==> config.mk <==
export PLATFORM = sky130hd
export DESIGN_NAME = modular_inverse_ext_euclid
export DESIGN_NICKNAME = d
export VERILOG_FILES = /design/src/rtl/mie_pkg.sv /design/src/rtl/mie_datapath.sv /design/src/rtl/mie_ctrl.sv /design/src/rtl/modular_inverse_ext_euclid.sv
export SDC_FILE = /design/constraint.sdc
export NUM_CORES = 1
export LEC_CHECK = 0
export BUFFER_PORTS_ARGS = -buffer_cell sky130_fd_sc_hd__buf_4
export CORE_MARGIN = 2
export CORE_UTILIZATION = 50
export CTS_CLUSTER_SIZE = 10
export DETAILED_ROUTE_END_ITERATION = 10
export GPL_TIMING_DRIVEN = 0
export PLACE_DENSITY = 0.72
export RECOVER_POWER = 50
export SLEW_MARGIN = 40
export SYNTH_ARGS = -nofsm -noshare
export SYNTH_HDL_FRONTEND = slang
export SYNTH_SLANG_ARGS = --single-unit
==> constraint.sdc <==
create_clock -name clk -period 12.1 [get_ports clk]
set_input_delay 1.815 -clock clk [delete_from_list [all_inputs] [get_ports clk]]
set_output_delay 1.815 -clock clk [all_outputs]
set_load 0.05 [all_outputs]
==> src/rtl/mie_pkg.sv <==
// ----------------------------------------------------------------------------
// mie_pkg
// Shared constants and types for the modular inverse block: default width,
// modulus reset value, sequencer states and datapath control and status.
// ----------------------------------------------------------------------------
`default_nettype none

package mie_pkg;

  localparam int          MIE_WIDTH     = 32;
  localparam logic [63:0] MIE_MOD_RESET = 64'd1000000007;

  typedef enum logic [2:0] {
    ST_IDLE,
    ST_CHECK,
    ST_ALIGN,
    ST_DIVIDE,
    ST_SWAP,
    ST_FINISH
  } state_t;

  typedef enum logic [2:0] {
    OP_HOLD,
    OP_LOAD,
    OP_START,
    OP_ALIGN,
    OP_DIV,
    OP_SWAP
  } dp_op_t;

  typedef struct packed {
    dp_op_t op;
    logic   res_load;
  } ctrl_t;

  typedef struct packed {
    logic r1_zero;
    logic align_more;
    logic k_zero;
  } status_t;

endpackage

`default_nettype wire

==> src/rtl/mie_datapath.sv <==
// ----------------------------------------------------------------------------
// mie_datapath
// Remainder and coefficient registers around one shared shift-subtract unit.
// Each Euclid step aligns the divisor, then retires one quotient bit a cycle
// while the product q*s1 is built MSB first in the same pass.
// ----------------------------------------------------------------------------
`default_nettype none

module mie_datapath import mie_pkg::*; #(
  parameter int WIDTH = MIE_WIDTH
) (
  input  wire logic             clk,
  input  wire dp_op_t           op,
  input  wire logic [WIDTH-1:0] in_value,
  input  wire logic [WIDTH-1:0] modulus,
  output status_t               status,
  output logic      [WIDTH-1:0] inverse,
  output logic      [WIDTH-1:0] gcd
);

  localparam int KW = $clog2(WIDTH);

  logic [WIDTH-1:0] r0_r, r0_nxt;
  logic [WIDTH-1:0] r1_r, r1_nxt;
  logic [WIDTH-1:0] d_r, d_nxt;
  logic [WIDTH:0]   s0_r, s0_nxt;
  logic [WIDTH:0]   s1_r, s1_nxt;
  logic [WIDTH:0]   p_r, p_nxt;
  logic [KW-1:0]    k_r, k_nxt;

  logic [WIDTH:0]   d_dbl;
  logic [WIDTH:0]   diff;
  logic             ge;
  logic [WIDTH:0]   p_step;
  logic [WIDTH:0]   fix;

  // shared unit: compare/subtract on the remainder, shift-add on the product
  assign d_dbl  = {d_r, 1'b0};
  assign diff   = {1'b0, r0_r} - {1'b0, d_r};
  assign ge     = ~diff[WIDTH];
  assign p_step = {p_r[WIDTH-1:0], 1'b0} + (ge ? s1_r : '0);

  assign status.r1_zero    = (r1_r == '0);
  assign status.align_more = (d_dbl <= {1'b0, r0_r});
  assign status.k_zero     = (k_r == '0);

  // |s0| <= m at the end, so one add folds a negative coefficient into 0..m-1
  assign fix = {1'b0, modulus} + s0_r;
  assign gcd = r0_r;

  always_comb begin
    if (modulus == '0) begin
      inverse = '0;
    end else if (s0_r[WIDTH]) begin
      inverse = fix[WIDTH-1:0];
    end else if (s0_r[WIDTH-1:0] == modulus) begin
      inverse = '0;
    end else begin
      inverse = s0_r[WIDTH-1:0];
    end
  end

  always_comb begin
    r0_nxt = r0_r;
    r1_nxt = r1_r;
    d_nxt  = d_r;
    s0_nxt = s0_r;
    s1_nxt = s1_r;
    p_nxt  = p_r;
    k_nxt  = k_r;
    unique case (op)
      OP_HOLD: begin
      end
      OP_LOAD: begin
        r0_nxt = in_value;
        r1_nxt = modulus;
        s0_nxt = (WIDTH+1)'(1);
        s1_nxt = '0;
      end
      OP_START: begin
        d_nxt = r1_r;
        p_nxt = '0;
        k_nxt = '0;
      end
      OP_ALIGN: begin
        d_nxt = d_dbl[WIDTH-1:0];
        k_nxt = k_r + KW'(1);
      end
      OP_DIV: begin
        if (ge) begin
          r0_nxt = diff[WIDTH-1:0];
        end
        p_nxt = p_step;
        d_nxt = d_r >> 1;
        k_nxt = k_r - KW'(1);
      end
      OP_SWAP: begin
        // r0 holds the remainder after the divide pass
        r0_nxt = r1_r;
        r1_nxt = r0_r;
        s0_nxt = s1_r;
        s1_nxt = s0_r - p_r;
      end
      default: begin
      end
    endcase
  end

  always_ff @(posedge clk) begin
    r0_r <= r0_nxt;
    r1_r <= r1_nxt;
    d_r  <= d_nxt;
    s0_r <= s0_nxt;
    s1_r <= s1_nxt;
    p_r  <= p_nxt;
    k_r  <= k_nxt;
  end

endmodule

`default_nettype wire

==> src/rtl/mie_ctrl.sv <==
// ----------------------------------------------------------------------------
// mie_ctrl
// Sequencer for the Euclid loop: check, align divisor, divide bit by bit,
// swap remainders and coefficients, then hand the result to the output stage.
// ----------------------------------------------------------------------------
`default_nettype none

module mie_ctrl import mie_pkg::*; (
  input  wire logic    clk,
  input  wire logic    rst_n,
  input  wire logic    in_valid,
  input  wire logic    out_free,
  input  wire status_t status,
  output logic         in_ready,
  output ctrl_t        ctrl,
  output state_t       state
);

  state_t state_r, state_nxt;

  assign state = state_r;

  always_comb begin
    state_nxt = state_r;
    unique case (state_r)
      ST_IDLE:   if (in_valid) state_nxt = ST_CHECK;
      ST_CHECK:  state_nxt = status.r1_zero ? ST_FINISH : ST_ALIGN;
      ST_ALIGN:  if (!status.align_more) state_nxt = ST_DIVIDE;
      ST_DIVIDE: if (status.k_zero) state_nxt = ST_SWAP;
      ST_SWAP:   state_nxt = ST_CHECK;
      ST_FINISH: if (out_free) state_nxt = ST_IDLE;
      default:   state_nxt = ST_IDLE;
    endcase
  end

  always_comb begin
    in_ready      = 1'b0;
    ctrl.op       = OP_HOLD;
    ctrl.res_load = 1'b0;
    unique case (state_r)
      ST_IDLE: begin
        in_ready = 1'b1;
        if (in_valid) ctrl.op = OP_LOAD;
      end
      ST_CHECK:  if (!status.r1_zero) ctrl.op = OP_START;
      ST_ALIGN:  if (status.align_more) ctrl.op = OP_ALIGN;
      ST_DIVIDE: ctrl.op = OP_DIV;
      ST_SWAP:   ctrl.op = OP_SWAP;
      ST_FINISH: ctrl.res_load = out_free;
      default: begin
      end
    endcase
  end

  always_ff @(posedge clk) begin
    if (!rst_n) begin
      state_r <= ST_IDLE;
    end else begin
      state_r <= state_nxt;
    end
  end

endmodule

`default_nettype wire

==> src/rtl/modular_inverse_ext_euclid.sv <==
// ----------------------------------------------------------------------------
// modular_inverse_ext_euclid
// Modular inverse and gcd of a value against a configured modulus, by the
// extended Euclidean algorithm on a shared shift-subtract unit.
// ----------------------------------------------------------------------------
// Each Euclid step checks, doubles the divisor k times (k is 0 when the
//   quotient is 0 or 1), divides bit by bit, then swaps.
// Throughput: one transaction at a time; the divide unit sets the pace.
//   A finished result waits in the output register while the next starts.
// Reset: synchronous rst_n clears control and loads modulus 1000000007.
// ----------------------------------------------------------------------------
`default_nettype none

module modular_inverse_ext_euclid import mie_pkg::*; #(
  parameter int WIDTH = MIE_WIDTH
) (
  input  wire logic             clk,
  input  wire logic             rst_n,
  input  wire logic             cfg_we,
  input  wire logic [WIDTH-1:0] cfg_wdata,
  input  wire logic             in_valid,
  output logic                  in_ready,
  input  wire logic [WIDTH-1:0] in_value,
  output logic                  out_valid,
  input  wire logic             out_ready,
  output logic      [WIDTH-1:0] out_inverse,
  output logic      [WIDTH-1:0] out_gcd
);

  logic [WIDTH-1:0] mod_r;
  logic             out_valid_r, out_valid_nxt;
  logic [WIDTH-1:0] inverse_r, gcd_r;
  logic             out_free;
  ctrl_t            ctrl;
  status_t          status;
  state_t           state;
  logic [WIDTH-1:0] dp_inverse, dp_gcd;

  assign out_free    = ~out_valid_r | out_ready;
  assign out_valid   = out_valid_r;
  assign out_inverse = inverse_r;
  assign out_gcd     = gcd_r;

  mie_ctrl u_ctrl (
    .clk      (clk),
    .rst_n    (rst_n),
    .in_valid (in_valid),
    .out_free (out_free),
    .status   (status),
    .in_ready (in_ready),
    .ctrl     (ctrl),
    .state    (state)
  );

  mie_datapath #(
    .WIDTH (WIDTH)
  ) u_datapath (
    .clk      (clk),
    .op       (ctrl.op),
    .in_value (in_value),
    .modulus  (mod_r),
    .status   (status),
    .inverse  (dp_inverse),
    .gcd      (dp_gcd)
  );

  always_ff @(posedge clk) begin
    if (!rst_n) begin
      mod_r <= MIE_MOD_RESET[WIDTH-1:0];
    end else if (cfg_we) begin
      mod_r <= cfg_wdata;
    end
  end

  always_comb begin
    out_valid_nxt = out_valid_r;
    if (ctrl.res_load) begin
      out_valid_nxt = 1'b1;
    end else if (out_ready) begin
      out_valid_nxt = 1'b0;
    end
  end

  always_ff @(posedge clk) begin
    if (!rst_n) begin
      out_valid_r <= 1'b0;
    end else begin
      out_valid_r <= out_valid_nxt;
    end
  end

  always_ff @(posedge clk) begin
    if (ctrl.res_load) begin
      inverse_r <= dp_inverse;
      gcd_r     <= dp_gcd;
    end
  end

  // accepted transaction starts the loop; no second accept right behind it
  a_busy_after_accept: assert property (@(posedge clk) disable iff (!rst_n)
    (in_valid && in_ready) |=> !in_ready)
    else $error("input accepted while loop busy");

  // result only written when the output register is free
  a_no_overwrite: assert property (@(posedge clk) disable iff (!rst_n)
    ctrl.res_load |-> (!out_valid_r || out_ready))
    else $error("pending result overwritten");

  // divisor stays nonzero throughout align and divide
  a_divisor_nonzero: assert property (@(posedge clk) disable iff (!rst_n)
    (state == ST_ALIGN || state == ST_DIVIDE) |-> !status.r1_zero)
    else $error("divide with zero divisor");

  // a result lands in the output register the cycle after it is loaded
  a_result_shown: assert property (@(posedge clk) disable iff (!rst_n)
    ctrl.res_load |=> out_valid)
    else $error("loaded result not presented");

endmodule

`default_nettype wire

==> Word-level counts from Yosys, hierarchy flattened <==
Cells that the tools add are included.
{ "totals": {"reg_bits": 300, "in_bits": 69, "output_inout_bits": 66, "wordCells": 73} }
{ "classes": {"addsub": 6, "n_lt_le_gt_ge": 1, "eq_ne": 16, "mux": 25, "bitwise_logic": 2, "reduce_logical": 11} }
{ "ops": {"columns": ["cell", "n"], "rows": [
  ["one-hot mux 33 bit (2 select lines)", 3],
  ["one-hot mux 32 bit (3 select lines)", 2],
  ["two-way mux 32 bit", 3],
  ["logical NOT 32 bit", 2],
  ["one-hot mux 32 bit (2 select lines)", 1],
  ["adder 33 bit", 1],
  ["less-or-equal comparator 33 x 32 -> 1 bit", 1],
  ["two-way mux 33 bit", 1],
  ["subtractor 32 x 32 -> 33 bit", 1],
  ["subtractor 33 bit", 1],
  ["adder 32 bit", 1],
  ["== test 32 bit", 1],
  ["one-hot mux 3 bit (6 select lines)", 1],
  ["two-way mux 3 bit", 5],
  ["one-hot mux 3 bit (5 select lines)", 1],
  ["one-hot mux 5 bit (3 select lines)", 1],
  ["== test 3 x 2 -> 1 bit (second input constant)", 4],
  ["== test 3 bit (second input constant)", 4],
  ["inequality test 2 bit (second input constant)", 4],
  ["== test 3 x 1 -> 1 bit (second input constant)", 2],
  ["nonzero test 2 bit", 3],
  ["nonzero test 3 bit", 2],
  ["adder 5 x 1 -> 5 bit (second input constant)", 1],
  ["logical NOT 5 bit", 1],
  ["other kinds (9)", 14]
]} }

==> Logic depth before layout (Yosys ltp) <==
{ "depth": {"word_depth": 6, "ltp_mapped": 26} }

==> Hierarchy <==
A second synthesis with hierarchy kept.
{ "unflattened": {"cells_unflattened": 2112, "hier_area_um2": 20094.3} }
{ "modules_own_cells": {"columns": ["module", "n_inst", "cells_each", "area_per_inst_um2", "seq_area_each_um2"], "rows": [
  ["mie_datapath", 1, 1903, 16671.0, 6005.8],
  ["modular_inverse_ext_euclid", 1, 171, 3154.3, 2582.5],
  ["mie_ctrl", 1, 38, 269.0, 60.1]
]} }

==> Least setup slack after synthesis <==
No wires, ideal clock.
{ "synth_path": {"kind": "flip-flop to flip-flop", "startpoint": "register u_datapath.r0_r[0] (netlist: u_datapath.gcd[0])", "endpoint": "register u_datapath.p_r[25], data pin", "setup_time_ps": 268, "t_arrival_ps": 5409, "required_time_ps": 11832, "setup_slack_ps": 6422, "path_stages_with_launch": 27, "synth_period_minus_slack_ps": 5678, "cell_sequence": "edfxtp_1 -> inv_1 -> ha_1 -> inv_1 -> fa_1 -> a211o_1 -> a2111oi_2 -> o21ai_1 -> a31o_2 -> a221o_1 -> a21oi_1 -> o21ba_2 -> o21ai_1 -> clkbuf_1 -> and2_1 -> ha_1 -> fa_1 -> a211oi_1 -> o211ai_1 -> nand4_1 -> o2111ai_1 -> a31o_2 -> a21o_1 -> a21o_1 -> a21oi_1 -> xor2_1 -> nor2_1"} }
{ "synth_between": {"elab_chain_cells": 5} }
{ "synth_lines": {"columns": ["element", "line_no", "rtl"], "rows": [
  ["start: declaration", "mie_datapath.sv:23", "logic [WIDTH-1:0] r0_r, r0_nxt;"],
  ["start signal: assignment", "mie_datapath.sv:110", "r0_r <= r0_nxt;"],
  ["parallel branches: the longest is 4 deep, another holds subtractor 32 x 32 -> 33 bit", null, null],
  ["one-hot mux 33 bit (2 select lines) (*)", "mie_datapath.sv:71", "unique case (op)"],
  ["end signal: assignment", "mie_datapath.sv:115", "p_r <= p_nxt;"],
  ["end: declaration", "mie_datapath.sv:28", "logic [WIDTH:0] p_r, p_nxt;"]
]} }
Every way passes the cells marked *.
A chain may end at the register's enable or synchronous reset.

==> Worst setup path after layout <==
Ends and elaborated chain as after synthesis.

==> impl_metrics.ini <==
[clocking]
cts-buffers-inserted = 38
root_buffer = clkbuf_16
postCtsSetupBuffers = 0
htreeDepth = 2
cts.repair.resized = 0
tritoncts_num_sinks = 300
clkSlewWorstSetupHoldPaths_ns = 0.05
hold_bufs_inserted_after_cts = 0
cts_buffer_depth = 3
cts_tree = yes
clock_latency_ns = 0.56

[worst_setup_path]
cp-end-kind = flop
library_cell_contributing_the_largest_single_delay_on_the_critical_path = a211oi_1
arrival_ns = 7.64
crit_buf_inv = 3
cp_class = flop to flop
required_arrival_time_at_the_worst_endpoint_ns = 12.37
critical-path-max-stage-delay_ns = 0.54
worst_path_dominant_cell_family = compound AO/OA/AOI/OAI gates
timing.critical_path.from_type = flop
critical_path_peak_fanout = 10

[synthesis]
leading_post_synthesis_cells_by_instance_count = 264 x edfxtp_1, 160 x ha_1, 150 x nor2_1
synthesis.instances = 1960
synthesis.area_sq_um = 19500
postSynthRegisterBits = 300
netlist_top_cells_area = edfxtp_1 41%, ha_1 10%, dfxtp_1 3.7%
post_synth_num_cell_types = 81
postSynth.topFlopCell = edfxtp_1
postSynthNetCount = 2194
post_synth.cell_area_avg_sq_um = 9.93
ys_async_sr_fraction = 0
synth_largest_type_area_fraction = 0.407
yosys.cell_count.top_type = edfxtp_1
synth_top_cell_by_area = edfxtp_1
synth_seq_area_share = 0.444
synthesis.yosys.warnings = 0
synth_enable_flop_cells = 264

[die]
floorplan.initialDensity = 0.505
rows = 72
fp.dieArea_sq_um = 40500
die_wd_microns = 201
ios = 135
die-height_microns = 201
placeableCoreArea_sq_um = 38600

[timing]
finalClockSkew_ns = 0.0202
timing_hold_violations_final = 0
setup_viol = 0
max_freq_mhz = 136
setup_total_negative_slack_ns = 0
final_cycle_share = 0.609
fin_crit_ns = 7.37
slew-limit-headroom = -1.50
tightestPinTransition_ns = 3.75
fin_max_slew_vios = 101
grt_setup_unrepaired = no

[route]
routed-via-count = 16400
post_drt_wl_per_cell_microns = 21.8
drt_iter0_drcs = 1464
drcViolationCount = 0
detail_route.first_pass.iterations = 6
drt_wl_total_mm = 58.4
viasPerCell = 6.11
ant_nets = 0

[placed_design]
hpwl_mm = 44.0
gp_congestion = 0.946
place.port_buffers = 132

[global_route]
gr-total-overflow = 0
grt.total_usage = 0.285
grt_pass1_vias = 16200
first_pass_grt_wire_length_mm = 90.1
grt_max_degree = 66
antenna_found_initial = 0

[power]
cell_pwr_density_nw_per_um2 = 279
ir_worst_vdd_mv = 0.139
p_leak_nw = 9.46

[finish]
layout.nets = 2370
final-seq-area_sq_um = 8650
antenna_cells_inserted = 0
drive_gt1_frac = 0.0924
fillCellCount = 3409
multi_input_area_sq_um = 10100
area_growth_pct = 14.1
utilization = 0.576

[outcome]
status = finished with violations
violated_checks = capacitance limit, slew limit

[flow_run]
max_cap_violations = 2

[hold_path]
timing.hold.worst.class = flop to flop
-- worst reg2reg max path, stage by stage, from the launching register on --
cell and delay [ns]:
edfxtp_1 0.42, inv_1 0.13, ha_1 0.18, inv_1 0.06
fa_1 0.46, a211o_1 0.35, a2111oi_2 0.39, o21ai_1 0.21
a31o_2 0.29, a221o_1 0.34, a21oi_1 0.24, o21ba_2 0.19
o21ai_1 0.30, clkbuf_1 0.35, and2_1 0.24, ha_1 0.23
fa_1 0.44, a211oi_1 0.54, o211ai_1 0.25, nand4_1 0.16
o2111ai_1 0.22, a31o_2 0.30, a21o_1 0.23, a21o_1 0.19
a21oi_1 0.17, xor2_1 0.17, nor2_1 0.05
-- stage by stage --
stage	power (mW)	std cells	cell area (sq um)	setup slack [ns]	hold slack, ns
2_1_floorplan	4.21	1960	19500	6.42	0.426
3_3_place_gp	5.01	2610	21100	4.93	0.483
3_5_place_dp	5.09	2614	21300	4.85	0.489
4_1_cts	6.16	2682	22400	4.82	0.505
5_1_grt	6.64	2682	22200	4.29	0.512
6_report	6.20	2682	22200	4.73	0.501
-- area by class of cell --
type                       instances  share of cell area
sequential                       300               0.390
buffer                            70              0.0121
inverter                         136              0.0231
clock buffer                      59              0.0477
clock inverter                     9             0.00276
multi-input combinational       1454               0.454
tap                              518              0.0292
timing repair buffer             136              0.0418
-- registers in the layout, indices dropped and copies added, names as in the netlist --
register and flops:
u_datapath.k_r 5, u_datapath.gcd 32, out_valid 1, u_datapath.d_r 32, out_gcd 32, u_datapath.s1_r 33
u_datapath.r1_r 32, u_datapath.s0_r 33, mod_r 32, u_ctrl.state 3, u_datapath.p_r 33, out_inverse 32
-- cell families after synthesis --
group | share of synthesized area
AO/OA/AOI/OAI | 0.199
XOR/XNOR | 0.0446
adder cells (fa/ha/maj) | 0.108
buffers and inverters | 0.0399
flip-flops | 0.444
multiplexers | 0.0198
AND/OR/NAND/NOR | 0.144
-- path summary, 6_finish.rpt --
path,startpoint,endpoint,slack (ns),cells after the start
hold / removal,u_datapath.gcd[0]$_DFFE_PP_,out_gcd[0]$_DFFE_PP_,0.50,0
setup reg to reg,u_datapath.gcd[0]$_DFFE_PP_,u_datapath.p_r[25]$_SDFFCE_PN0P_,4.73,26
hold reg to reg,u_datapath.gcd[0]$_DFFE_PP_,out_gcd[0]$_DFFE_PP_,0.50,0
setup / recovery,u_datapath.gcd[0]$_DFFE_PP_,u_datapath.p_r[25]$_SDFFCE_PN0P_,4.73,26
-- power by group --
| group | total [mW] | switching [mW] | internal (mW) |
|---|---|---|---|
| Clock | 1.05 | 0.448 | 0.603 |
| Combinational | 3.32 | 2.02 | 1.30 |
| Sequential | 1.83 | 0.268 | 1.56 |
-- placed cells by master, fill, tap and decap left out, types with 40 or more instances in the layout --
| cell type | n |
|---|---|
| nor2_1 | 150 |
| buf_4 | 109 |
| a21o_1 | 88 |
| nand2_1 | 139 |
| ha_1 | 160 |
| and3_1 | 44 |
| a21oi_1 | 120 |
| xnor2_1 | 59 |
| and2_1 | 40 |
| inv_1 | 135 |
| edfxtp_1 | 264 |
| o21ai_0 | 135 |
| clkbuf_1 | 102 |
| xor2_1 | 40 |
-- layer usage --
layer,global-route usage,vias to the layer above,share of wire
met4,0.146,0,0.051
met1,0.366,7881,0.41
li1,-,7645,-
met5,0,-,0
met3,0.0329,156,0.068
met2,0.476,718,0.47
Note: power is estimated with default switching activity, not from simulation.
